$ cat src/sv/pptc_pkg.sv
// ----------------------------------------------------------------------------
// pptc_pkg
// Shared types and codes for the push/pop trace classifier.
// ----------------------------------------------------------------------------
`default_nettype none
package pptc_pkg;

  localparam int unsigned VerdictBits = 3;

  typedef enum logic [VerdictBits-1:0] {
    VERDICT_IMPOSSIBLE = 3'd0,
    VERDICT_STACK      = 3'd1,
    VERDICT_QUEUE      = 3'd2,
    VERDICT_PRIORITY   = 3'd3,
    VERDICT_NOT_SURE   = 3'd4
  } verdict_t;

  typedef enum logic [3:0] {
    ST_IDLE,
    ST_LINEAR,
    ST_UP_RD,
    ST_UP_CMP,
    ST_DN_RD_LAST,
    ST_DN_RD_L,
    ST_DN_RD_R,
    ST_DN_CMP,
    ST_WRITE,
    ST_DONE
  } state_t;

  // controller to datapath
  typedef struct packed {
    logic load;       // capture the input beat
    logic linear_op;  // stack/queue operation and heap head check
    logic up_start;   // heap push: set up sift-up
    logic up_rd;      // read parent
    logic up_step;    // compare parent, move or stop
    logic dn_start;   // heap pop: read last entry
    logic dn_rd_l;
    logic dn_rd_r;
    logic dn_step;
    logic hole_write; // write held value into the hole
    logic finish;     // verdict/clear on last
  } cmd_t;

  // datapath to controller
  typedef struct packed {
    logic heap_push;   // heap takes a push
    logic heap_pop;    // heap pops with entries left to sift
    logic up_done;     // hole at root
    logic up_stop;     // parent not smaller
    logic dn_no_child; // no left child
    logic dn_has_r;    // right child exists
    logic dn_stop;     // larger child not above moved value
    logic last;
  } status_t;

endpackage
`default_nettype wire

$ cat src/sv/pptc_ctrl.sv
// ----------------------------------------------------------------------------
// pptc_ctrl
// Sequencer: linear containers in one step, heap sift as a read/compare loop.
// ----------------------------------------------------------------------------
`default_nettype none
module pptc_ctrl (
  input  wire                 clk,
  input  wire                 rst,
  input  wire                 in_valid,
  output logic                in_ready,
  output logic                res_load,
  input  wire                 res_free,
  input  pptc_pkg::status_t   sts,
  output pptc_pkg::cmd_t      cmd
);

  pptc_pkg::state_t state, state_next;

  always_ff @(posedge clk) begin
    if (rst) state <= pptc_pkg::ST_IDLE;
    else     state <= state_next;
  end

  always_comb begin
    state_next = state;
    unique case (state)
      pptc_pkg::ST_IDLE:    if (in_valid) state_next = pptc_pkg::ST_LINEAR;
      pptc_pkg::ST_LINEAR: begin
        if (sts.heap_push)     state_next = pptc_pkg::ST_UP_RD;
        else if (sts.heap_pop) state_next = pptc_pkg::ST_DN_RD_LAST;
        else                   state_next = pptc_pkg::ST_DONE;
      end
      pptc_pkg::ST_UP_RD:   state_next = sts.up_done ? pptc_pkg::ST_WRITE
                                                     : pptc_pkg::ST_UP_CMP;
      pptc_pkg::ST_UP_CMP:  state_next = sts.up_stop ? pptc_pkg::ST_WRITE
                                                     : pptc_pkg::ST_UP_RD;
      pptc_pkg::ST_DN_RD_LAST: state_next = pptc_pkg::ST_DN_RD_L;
      pptc_pkg::ST_DN_RD_L: begin
        if (sts.dn_no_child)  state_next = pptc_pkg::ST_WRITE;
        else if (sts.dn_has_r) state_next = pptc_pkg::ST_DN_RD_R;
        else                   state_next = pptc_pkg::ST_DN_CMP;
      end
      pptc_pkg::ST_DN_RD_R: state_next = pptc_pkg::ST_DN_CMP;
      pptc_pkg::ST_DN_CMP:  state_next = sts.dn_stop ? pptc_pkg::ST_WRITE
                                                     : pptc_pkg::ST_DN_RD_L;
      pptc_pkg::ST_WRITE:   state_next = pptc_pkg::ST_DONE;
      pptc_pkg::ST_DONE:    if (!sts.last || res_free) state_next = pptc_pkg::ST_IDLE;
      default:              state_next = pptc_pkg::ST_IDLE;
    endcase
  end

  always_comb begin
    cmd = '0;
    in_ready = 1'b0;
    res_load = 1'b0;
    unique case (state)
      pptc_pkg::ST_IDLE: begin
        in_ready = 1'b1;
        cmd.load = in_valid;
      end
      pptc_pkg::ST_LINEAR: begin
        cmd.linear_op = 1'b1;
        cmd.up_start  = sts.heap_push;
        cmd.dn_start  = sts.heap_pop;
      end
      pptc_pkg::ST_UP_RD:      cmd.up_rd = 1'b1;
      pptc_pkg::ST_UP_CMP:     cmd.up_step = 1'b1;
      pptc_pkg::ST_DN_RD_LAST: cmd.dn_rd_l = 1'b0;
      pptc_pkg::ST_DN_RD_L:    cmd.dn_rd_l = 1'b1;
      pptc_pkg::ST_DN_RD_R:    cmd.dn_rd_r = 1'b1;
      pptc_pkg::ST_DN_CMP:     cmd.dn_step = 1'b1;
      pptc_pkg::ST_WRITE:      cmd.hole_write = 1'b1;
      pptc_pkg::ST_DONE: begin
        if (!sts.last || res_free) begin
          cmd.finish = sts.last;
          res_load   = sts.last;
        end
      end
      default: ;
    endcase
  end

endmodule
`default_nettype wire

$ cat config.mk
export PLATFORM = sky130hd
export DESIGN_NAME = pptc_ctrl
export DESIGN_NICKNAME = d
export VERILOG_FILES = /design/src/sv/pptc_pkg.sv /design/src/sv/pptc_ctrl.sv
export SDC_FILE = /design/constraint.sdc
export NUM_CORES = 1
export LEC_CHECK = 0
export ABC_AREA = 0
export BUFFER_PORTS_ARGS = -buffer_cell sky130_fd_sc_hd__buf_2
export CAP_MARGIN = 30
export CORE_AREA = 2 2 39 41
export CTS_CLUSTER_SIZE = 16
export DETAILED_ROUTE_END_ITERATION = 10
export DIE_AREA = 0 0 41 43
export PLACE_DENSITY = 0.76
export SYNTH_ARGS = -nofsm -noshare
export SYNTH_HDL_FRONTEND = slang
export SYNTH_SLANG_ARGS = --single-unit
$ cat constraint.sdc
create_clock -name clk -period 1.7 [get_ports clk]
set_input_delay 0 -clock clk [delete_from_list [all_inputs] [get_ports clk]]
set_output_delay 0 -clock clk [all_outputs]
set_load 0.01 [all_outputs]
After elaboration in Yosys (flattened, before gate mapping)
Index checks and enable logic that the tools add are counted.

Input bits: 12. Memory bits (writable): 0. Memories kept: 0. Flip-flop bits (word level): 4. Bits in read-only memories: 0. Latch bits: 0.

Multipliers: 0. $add $sub $neg: 0. Muxes and demuxes: 22. Reductions and logical operators: 4. Shifts and indexed selects: 0. Bitwise gates (word level): 0. Eq/ne operators: 11. Order comparisons: 0. Divide/modulo/power cells: 0.

Operators by type and width (number): case mux 4 bit (10 select lines) (1); 2-to-1 mux 4 bit (8); equality test 4 x 3 -> 1 bit (second input constant) (4); 2-to-1 mux 1 bit (12); equality test 4 x 2 -> 1 bit (second input constant) (2); equality test 4 bit (second input constant) (2); equality test 4 x 1 -> 1 bit (second input constant) (1); zero test 4 bit (1); inequality test 2 bit (second input constant) (2); 2-to-1 mux 2 bit (1); AND reduction 2 bit (1); zero test 1 bit (1); logical OR 1 bit (1).

Depth between registers and ports, before layout
Gate-level depths: netlist of the first run.

Depth in word-level cells: 4. Depth in mapped cells: 6.

Worst setup path before layout of the first run
OpenSTA, ideal clock, no wires.

Path type: register to register. Start point: register state[0]. End point: register state[1]. Clock period less this slack: 1.364 ns. Path buffers: 1. Stages on the path, launching flop included: 5. Library setup time: 0.103 ns. Setup slack: 0.336 ns. Required time: 1.597 ns. Data arrival time: 1.261 ns. Cells stage by stage: dfxtp_1 > buf_2 > nor3_1 > mux2_2 > a2111oi_2.

Word-level cells in the longest chain between the ends: 3. Elaborated cells between the ends (all ways): 14.

Ends and longest elaborated chain: start, declared (line pptc_ctrl.sv:17) `pptc_pkg::state_t state, state_next;`; start signal, assigned (line pptc_ctrl.sv:20) `if (rst) state <= pptc_pkg::ST_IDLE;`; start signal, assigned (line pptc_ctrl.sv:21) `else state <= state_next;`; equality test 4 bit / zero test 4 bit (equally long branches) (line pptc_ctrl.sv:26) `unique case (state)`; inequality test 2 bit (no line); AND reduction 2 bit (no line).

Several ways; a longest one is shown, not always the timed one. A chain may end at the register's enable or synchronous reset.

Final worst setup path of the first run
Start point: register state[1]. End point: register state[1].

The elaborated chain is that of the path after synthesis.

==> results of run 1 <==
through the flow:
step	area (µm²)	utilization	cells	setup slack, ns	power [mW]
floorplan	480.5	-	68	0.3360	0.2816
global placement	593.1	0.4286	103	0.2594	0.3418
detailed placement	593.1	0.4286	103	0.1563	0.3475
CTS	625.6	0.4521	107	0.1436	0.4767
global route	625.6	0.4521	107	0.03075	0.5093
finish	625.6	0.4521	107	0.1499	0.4727
worst max-delay path, cell delays in order, from the launching register on:
cell       delay (ns)
dfxtp_1          0.46
nor3_1           0.38
mux2_2           0.41
a2111oi_2        0.20
Yosys cell counts, types with 3 or more instances:
master,number
nand2b_1,7
nor3_1,7
nor2_1,6
a21oi_1,4
buf_2,4
dfxtp_1,4
and3_1,3
nand2_1,3
o21ai_0,3
logic make-up after synthesis:
kind of cell           Yosys count  share of synthesized area
and+or+nand+nor                 37                     0.4271
DFF                              4                     0.1667
buffers and inverters            9                     0.1042
AOI/OAI and AO/OA               14                     0.2135
muxes                            4                    0.08854
power groups by stage:
stage	combinational [mW]	sequential, mW	clock (mW)
2_1_floorplan	0.170	0.112	0
3_3_place_gp	0.201	0.141	0
3_5_place_dp	0.206	0.141	0
4_1_cts	0.209	0.140	0.128
5_1_grt	0.232	0.145	0.132
6_report	0.207	0.142	0.124
cell type report:
cell class / instances / area [µm²]
inverter: 2 / 7.507
fill: 149 / 758.2
clock buffer: 3 / 22.52
sequential: 4 / 80.08
timing repair buffer: 27 / 145.1
tap: 16 / 20.02
multi-input combinational: 55 / 350.3
worst min path at each step:
stage	startpoint	endpoint	slack [ns]	cells after the start
floorplan	rst	state[0]	0.06	1
global placement	rst	state[0]	0.22	2
detailed placement	rst	state[0]	0.23	2
CTS	res_free	state[0]	0.08	4
global route	res_free	state[0]	0.10	4
finish	res_free	state[0]	0.08	4
per-layer routing:
layer  vias to the layer above  track usage  part of all wire  wire length [µm]
met2                        18       0.2594              0.49               614
met4                         0       0.1200             0.022                28
met5                         -            0                 0                 0
met1                       250       0.1987              0.43               531
met3                         3      0.01571             0.057                71
li1                        291            -                 -                 -
==> metrics.yaml, run 1 <==
seq_power_share: 0.299
initialDrtViolationCount: 12
drive_gt1_frac: 0.3736
pwr-share-clk: 0.263
hold_violations: 0
cp-startpoint: "state[1]"
wirelength_um: 1246
synth-seq-cells: 4
path_clk_slew_ns: 0.04
cts_buffer_depth: 2
grt_pass1_wl_um: 1959
core_area_um2: 1384
r2r_cells: 3
num_rows: 14
avgSynthCellArea_um2: 7.066
num_vias: 562
clk_latency_ns: 0.25
viasPerCell: 5.252
io_buffers: 24
worst_hold_slack_ns: 0.07628
largest_reg_flops: 4
tns_ns: 0
endpoint_kind: "flop"
leakage_nw: 0.2969
die_area_um2: 1763
r2r-end: "state[1]"
critPathMaxFanout: 16
ys.warnings.count: 0
drv_cap: 0
status: "finished, final reports clean"
max_freq_mhz: 645.1
diodes: 0
ys_types: 29
rsz0062_at_grt: "false"
layout_commonest_cell: "buf_2"
cts-root-buf: "clkbuf_4"
synth.net_count: 80
wl_per_cell_um: 11.64
grt_antenna_before_repair: 0
syn-instance-count: 68
cts_resized: 0
ir_drop_mv: 0.2766
ios: 25
hold_path_class: "in -> reg"
p_per_area_nw_per_um2: 755.6
seq_area_frac_synth: 0.1667
synth.largest_area_cell: "dfxtp_1"
layout_common_cells: "buf_2, nor3_1, nand2b_1"
firstDrtPassIters: 4
grt_overflow: 0
cts_tree: "yes"
startpoint_type: "flop"
finalSetupViolCount: 0
worst_slew_pin_slew_ns: 0.5147
grt_max_degree: 20
relSlewSlack: 0.6564
drv_slew: 0
synth_area_um2: 480.5
area_delta_synth_final_pct: 30.21
reg_top3: "state: 4 flops"
combPwrFrac: 0.437
fp.dieW_um: 41
ant_nets: 0
finalClockSkew_ns: 0.008391
drc: 0
reg2reg_from: "state[1]"
dpl.hpwl_um: 939.8
htree_num_levels: 1
synth_edf_count: 0
cts_hold_buf: 1
cp.required_ns: 1.85
clock-sinks: 4
synth.area.top_cells: "dfxtp_1, nand2b_1, nor3_1, mux2_2, nor2_1"
start_util: 0.3472
sw_frac_of_total: 0.3874
critical_path.endpoint: "state[1]"
regMostFlops: "state"
synth_top_area_frac: 0.1667
finalNetCount: 105
synth_ff_type: "dfxtp_1"
die_y_um: 43
crit_type: "reg -> reg"
intPower_uw: 289.6
p_sw_uw: 183.1
gp_congestion: 0.8133
r2r_slack_ns: 0.15
fin_crit_sh: 0.9118
cts_setup_buffers: 0
cp_data_arrival_time_ns: 1.70
grt_pass1_vias: 481
grt_usage: 0.1665
fin_crit_ns: 1.550
numCtsBuffers: 3
async_flop_share: 0
(Power assumes the default switching activity.)
==> run 2, diff against run 1 <==
==> constraint.sdc (replaced) <==
create_clock -name clk -period 1.6 [get_ports clk]
set_input_delay 0 -clock clk [delete_from_list [all_inputs] [get_ports clk]]
set_output_delay 0 -clock clk [all_outputs]
set_load 0.01 [all_outputs]
==> metrics.yaml, run 2 (same netlist as run 1, synthesis figures left out) <==
drv_slew: 0  # unchanged
endpoint_kind: "output port"
layout_commonest_cell: "buf_2"
fin_crit_ns: 1.391
grt_pass1_wl_um: 2139  # +9.2%
drv_cap: 0  # unchanged
dpl.hpwl_um: 925.7  # -1.5%
rsz0062_at_grt: "false"
grt_usage: 0.1757  # +0.009203
grt_overflow: 0  # unchanged
cts-root-buf: "clkbuf_4"
critPathMaxFanout: 10  # -6
firstDrtPassIters: 3  # -1
viasPerCell: 5.191  # -1.2%
tns_ns: 0  # unchanged
htree_num_levels: 1  # unchanged
ant_nets: 0  # unchanged
place_ws_ns: 0.09508  # -0.06125 ns
worst_slew_pin_slew_ns: 0.2877  # -0.2270 ns
crit_type: "reg -> out"
hold_path_class: "in -> reg"
grt_antenna_before_repair: 0  # unchanged
hold_violations: 0  # unchanged
grt_max_degree: 20  # unchanged
num_rows: 14  # unchanged
drive_gt1_frac: 0.4468  # +0.07318
core_area_um2: 1384  # unchanged
wirelength_um: 1220  # -2.1%
grt_use_met3: 0.03141  # +0.01571
gr-usage-met2: 0.2594  # unchanged
cts_buffer_depth: 2  # unchanged
grt_pass1_vias: 518  # +7.7%
num_vias: 571  # +1.6%
max_freq_mhz: 718.8
io_buffers: 24  # unchanged
finalSetupViolCount: 0  # unchanged
finalNetCount: 108  # +2.9%
layout_common_cells: "buf_2, nand2b_1, nor3_1"
largest_reg_flops: 4  # unchanged
status: "finished, final reports clean"
path_clk_slew_ns: 0.04  # about the same
cp-startpoint: "state[0]"
area_delta_synth_final_pct: 37.76
cts_setup_buffers: 0  # unchanged
wl_per_cell_um: 11.09  # -4.8%
ir_drop_mv: 0.3148  # +14%
relSlewSlack: 0.8064  # +0.1501
leakage_nw: 0.3159  # +6.4%
startpoint_type: "flop"
numCtsBuffers: 3  # unchanged
ios: 25  # unchanged
fin_crit_sh: 0.8695
reg_top3: "state: 4 flops"
initialDrtViolationCount: 4  # -8
cp.required_ns: 1.60  # -0.25 ns
hold_path_startpoint: "res_free"
die_area_um2: 1763  # unchanged
diodes: 0  # unchanged
clk_latency_ns: 0.23  # -0.02 ns
clock-sinks: 4  # unchanged
busiest_layer: "met2"
fp.dieW_um: 41  # unchanged
die_y_um: 43  # unchanged
fin_ws_ns: 0.2087  # +0.05884 ns
cts_tree: "yes"
start_util: 0.3472  # unchanged
drc: 0  # unchanged
finalClockSkew_ns: 0.001426  # -0.006965 ns
regMostFlops: "state"
cp_data_arrival_time_ns: 1.39  # -0.31 ns
p_per_area_nw_per_um2: 781.3  # +3.4%
reg2reg_from: "state[2]"
grt_util_met1: 0.2379  # +0.03922
gp_congestion: 0.8520  # +4.8%
run 2: per-layer routing:
metal / vias to the layer above / routed length [µm]
met2: 18 / 614
met4: 0 / 14
met3: 2 / 65
met1: 256 / 526
li1: 295 / -
met5: - / 0
run 2: where the power goes:
part           total, mW  internal [mW]  switching (mW)
combinational      0.248          0.129           0.119
sequential         0.145          0.114          0.0307
clock              0.124         0.0838          0.0398
run 2: worst paths after layout:
| kind | end | slack, ns | cells after the start |
|---|---|---|---|
| worst min register to register | state[1] | 0.61 | 2 |
| worst max-delay path | cmd[2] | 0.21 | 5 |
| worst max register to register | state[0] | 0.22 | 4 |
| worst min-delay path | state[0] | 0.07 | 4 |
run 2: final cells by class:
cell class                 instances  area, µm²
timing repair buffer              30      167.7
fill                             140      721.9
inverter                           2      7.507
sequential                         4      86.33
clock buffer                       3      22.52
multi-input combinational         55      357.8
tap                               16      20.02
run 2: what timing repair did:
item | CTS | global route
gates resized for setup | 0 | 6
hold buffers | 1 | 0
setup endpoints to repair | 0 | 8
hold endpoints to repair | 1 | 0
run 2: metrics by stage:
stage / area, µm² / instances / power [mW] / hold slack [ns] / utilization
final: 661.9 / 110 / 0.5172 / 0.06840 / 0.4783
after detailed placement: 615.6 / 106 / 0.3846 / 0.2299 / 0.4448
after global routing: 661.9 / 110 / 0.5656 / 0.09049 / 0.4783
after floorplan: 480.5 / 68 / 0.2992 / 0.06244 / -
after global placement: 615.6 / 106 / 0.3795 / 0.2205 / 0.4448
after CTS: 648.1 / 110 / 0.5126 / 0.08124 / 0.4684
run 2: worst max-delay path, stage by stage, from the launching register on:
cell	delay, ns
dfxtp_4	0.39
buf_4	0.15
nor2b_1	0.20
buf_4	0.15
and3_1	0.14
buf_2	0.12
==> run 3, diff against run 2 <==
--- a/config.mk
+++ b/config.mk
@@ -5,14 +5,15 @@
 export SDC_FILE = /design/constraint.sdc
 export NUM_CORES = 1
 export LEC_CHECK = 0
-export ABC_AREA = 0
+export ABC_AREA = 1
 export BUFFER_PORTS_ARGS = -buffer_cell sky130_fd_sc_hd__buf_2
 export CAP_MARGIN = 30
 export CORE_AREA = 2 2 39 41
 export CTS_CLUSTER_SIZE = 16
 export DETAILED_ROUTE_END_ITERATION = 10
 export DIE_AREA = 0 0 41 43
-export PLACE_DENSITY = 0.76
+export PLACE_DENSITY = 0.73
+export SETUP_SLACK_MARGIN = 0.2
 export SYNTH_ARGS = -nofsm -noshare
 export SYNTH_HDL_FRONTEND = slang
 export SYNTH_SLANG_ARGS = --single-unit
==> constraint.sdc (replaced) <==
create_clock -name clk -period 1.6 [get_ports clk]
set_input_delay 0 -clock clk [delete_from_list [all_inputs] [get_ports clk]]
set_output_delay 0 -clock clk [all_outputs]
set_load 0.005 [all_outputs]
==> metrics.yaml, run 3 <==
status: "finished, final reports clean"
diodes: 0  # unchanged
reg2reg_from: "state[3]"
cts_setup_buffers: 0  # unchanged
cp.required_ns: 1.60  # about the same
finalClockSkew_ns: 0.002091  # +0.0006644 ns
grt_antenna_before_repair: 0  # unchanged
viasPerCell: 4.504  # -13%
yosysMostFrequentCell: "nand2_1"
hold_path_class: "in -> reg"
r2r_slack_ns: 0.37  # +0.15 ns
cts_hold_buf: 1  # unchanged
gp_congestion: 0.8560  # +0.47%
leakage_nw: 0.3901  # +23%
cts-root-buf: "clkbuf_4"
drc: 0  # unchanged
drv_slew: 0  # unchanged
p_per_area_nw_per_um2: 983.2  # +26%
cts_buffer_depth: 2  # unchanged
wirelength_um: 1125  # -7.8%
ant_nets: 0  # unchanged
grt_overflow: 0  # unchanged
num_rows: 14  # unchanged
worst_slew_pin_slew_ns: 0.2846  # -0.003059 ns
synth-seq-cells: 4  # unchanged
grt_pass1_vias: 480  # -7.3%
fin_crit_ns: 1.263  # -0.1285 ns
ys_types: 17  # -41%
largest_reg_flops: 4  # unchanged
area_delta_synth_final_pct: 37.18
firstDrtPassIters: 4  # +1
startpoint_type: "flop"
cp_data_arrival_time_ns: 1.26  # -0.13 ns
r2r-end: "state[3]"
htree_num_levels: 1  # unchanged
holdPathStages: 4  # unchanged
synth_edf_count: 0  # unchanged
synth.area.top_cells: "dfxtp_1, nand2_1, inv_1, nor2_1, nor2_4"
tns_ns: 0  # unchanged
reg_top3: "state: 4 flops"
synth_area_um2: 444.2  # -7.6%
clk_latency_ns: 0.24  # about the same
die_y_um: 43  # unchanged
fin_crit_sh: 0.7892  # -0.08033
grt_pass1_wl_um: 1897  # -11%
ios: 25  # unchanged
die_area_um2: 1763  # unchanged
initialDrtViolationCount: 10  # +6
async_flop_share: 0  # unchanged
avgSynthCellArea_um2: 5.417  # -23%
rsz0062_at_grt: "false"
relSlewSlack: 0.8085  # +0.002058
numCtsBuffers: 3  # unchanged
place_ws_ns: 0.3718  # +0.2768 ns
layout_commonest_cell: "buf_2"
wl_per_cell_um: 9.000  # -19%
finalNetCount: 123  # +14%
start_util: 0.3210  # -0.02622
cts_tree: "yes"
path_clk_slew_ns: 0.04  # about the same
drv_cap: 0  # unchanged
endpoint_kind: "output port"
hold_path_startpoint: "sts[5]"
synth.net_count: 94  # +18%
ys.warnings.count: 0  # unchanged
max_freq_mhz: 791.9  # +10%
synth_top_area_frac: 0.1803  # +0.01362
clock-sinks: 4  # unchanged
hold_violations: 0  # unchanged
io_buffers: 24  # unchanged
dpl.hpwl_um: 946  # +2.2%
synth_ff_type: "dfxtp_1"
cts_resized: 0  # unchanged
grt_max_degree: 8  # -60%
cp-startpoint: "state[3]"
grt_usage: 0.1608  # -0.01490
layout_common_cells: "buf_2, nand2_1, inv_1"
min_to: "state[1]"
finalSetupViolCount: 0  # unchanged
syn-instance-count: 82  # +21%
synth.largest_area_cell: "dfxtp_1"
critPathMaxFanout: 5  # -5
r2r_cells: 8  # +4
num_vias: 563  # -1.4%
ir_drop_mv: 0.4708  # +50%
ys_top_cells_by_count: "nand2_1, inv_1, nor2_1, nand3_1, dfxtp_1"
drive_gt1_frac: 0.3486  # -0.09818
fp.dieW_um: 41  # unchanged
seq_area_frac_synth: 0.1803  # +0.01362
crit_type: "reg -> out"
regMostFlops: "state"
core_area_um2: 1384  # unchanged
fin_ws_ns: 0.3373  # +0.1285 ns
==> run 3: changes by cell type in the layout (fill, tap and decap cells not counted), moves of 5 or more <==
cell / previous run / this run
nand3_1: 0 / 5
buf_4: 5 / 0
inv_1: 2 / 17
nand2b_1: 7 / 0
nand2_1: 3 / 20
nor2_1: 5 / 12
==> run 3: worst max-delay path by stage <==
stage	end	slack (ns)	cells past startpoint
after floorplan	state[3]	0.48	8
after global placement	state[3]	0.38	8
after detailed placement	state[3]	0.37	8
after CTS	res_load	0.33	3
after global routing	state[0]	0.22	8
final	res_load	0.34	3
==> run 3: area by class of cell <==
class | instances | area [µm²]
clock buffer | 3 | 22.52
fill | 152 | 774.5
inverter | 20 | 75.07
multi-input combinational | 57 | 281.5
sequential | 4 | 80.08
tap | 16 | 20.02
timing repair buffer | 25 | 130.1
==> run 3: metrics by stage <==
| stage | hold WS, ns | utilization | instance area, µm² | std cells | total power, mW |
|---|---|---|---|---|---|
| after floorplan | 0.06428 | - | 444.2 | 82 | 0.3704 |
| after global placement | 0.2337 | 0.4168 | 576.8 | 121 | 0.4684 |
| after detailed placement | 0.2345 | 0.4168 | 576.8 | 121 | 0.4719 |
| after CTS | 0.1006 | 0.4403 | 609.3 | 125 | 0.6057 |
| after global routing | 0.1123 | 0.4403 | 609.3 | 125 | 0.6664 |
| final | 0.1063 | 0.4403 | 609.3 | 125 | 0.5991 |
==> run 3: kinds of logic (layout without fill, tap and decap cells) <==
family	after synthesis	in the layout	synth area share
buffers and inverters	21	48	0.1859
and+or+nand+nor	51	51	0.5662
AOI/OAI and AO/OA	6	6	0.06759
DFF	4	4	0.1803
==> run 3: power by group <==
| group | internal (mW) | switching [mW] | leakage (nW) |
|---|---|---|---|
| clock | 0.0840 | 0.0426 | 0.0138 |
| combinational | 0.132 | 0.187 | 0.344 |
| sequential | 0.121 | 0.0322 | 0.0327 |
| total | 0.337 | 0.262 | 0.390 |
==> run 3: per-layer routing <==
layer	routed length (µm)	vias to the layer above	GRT usage
met3	76	4	0.03141
met1	491	237	0.2097
met5	0	-	0
li1	-	301	-
met2	534	21	0.2188
met4	23	0	0.1267
==> run 3: critical path: stages, from the launching register on <==
cell and delay, ns:
dfxtp_1 0.45, inv_2 0.09, nor4_1 0.31, buf_2 0.18
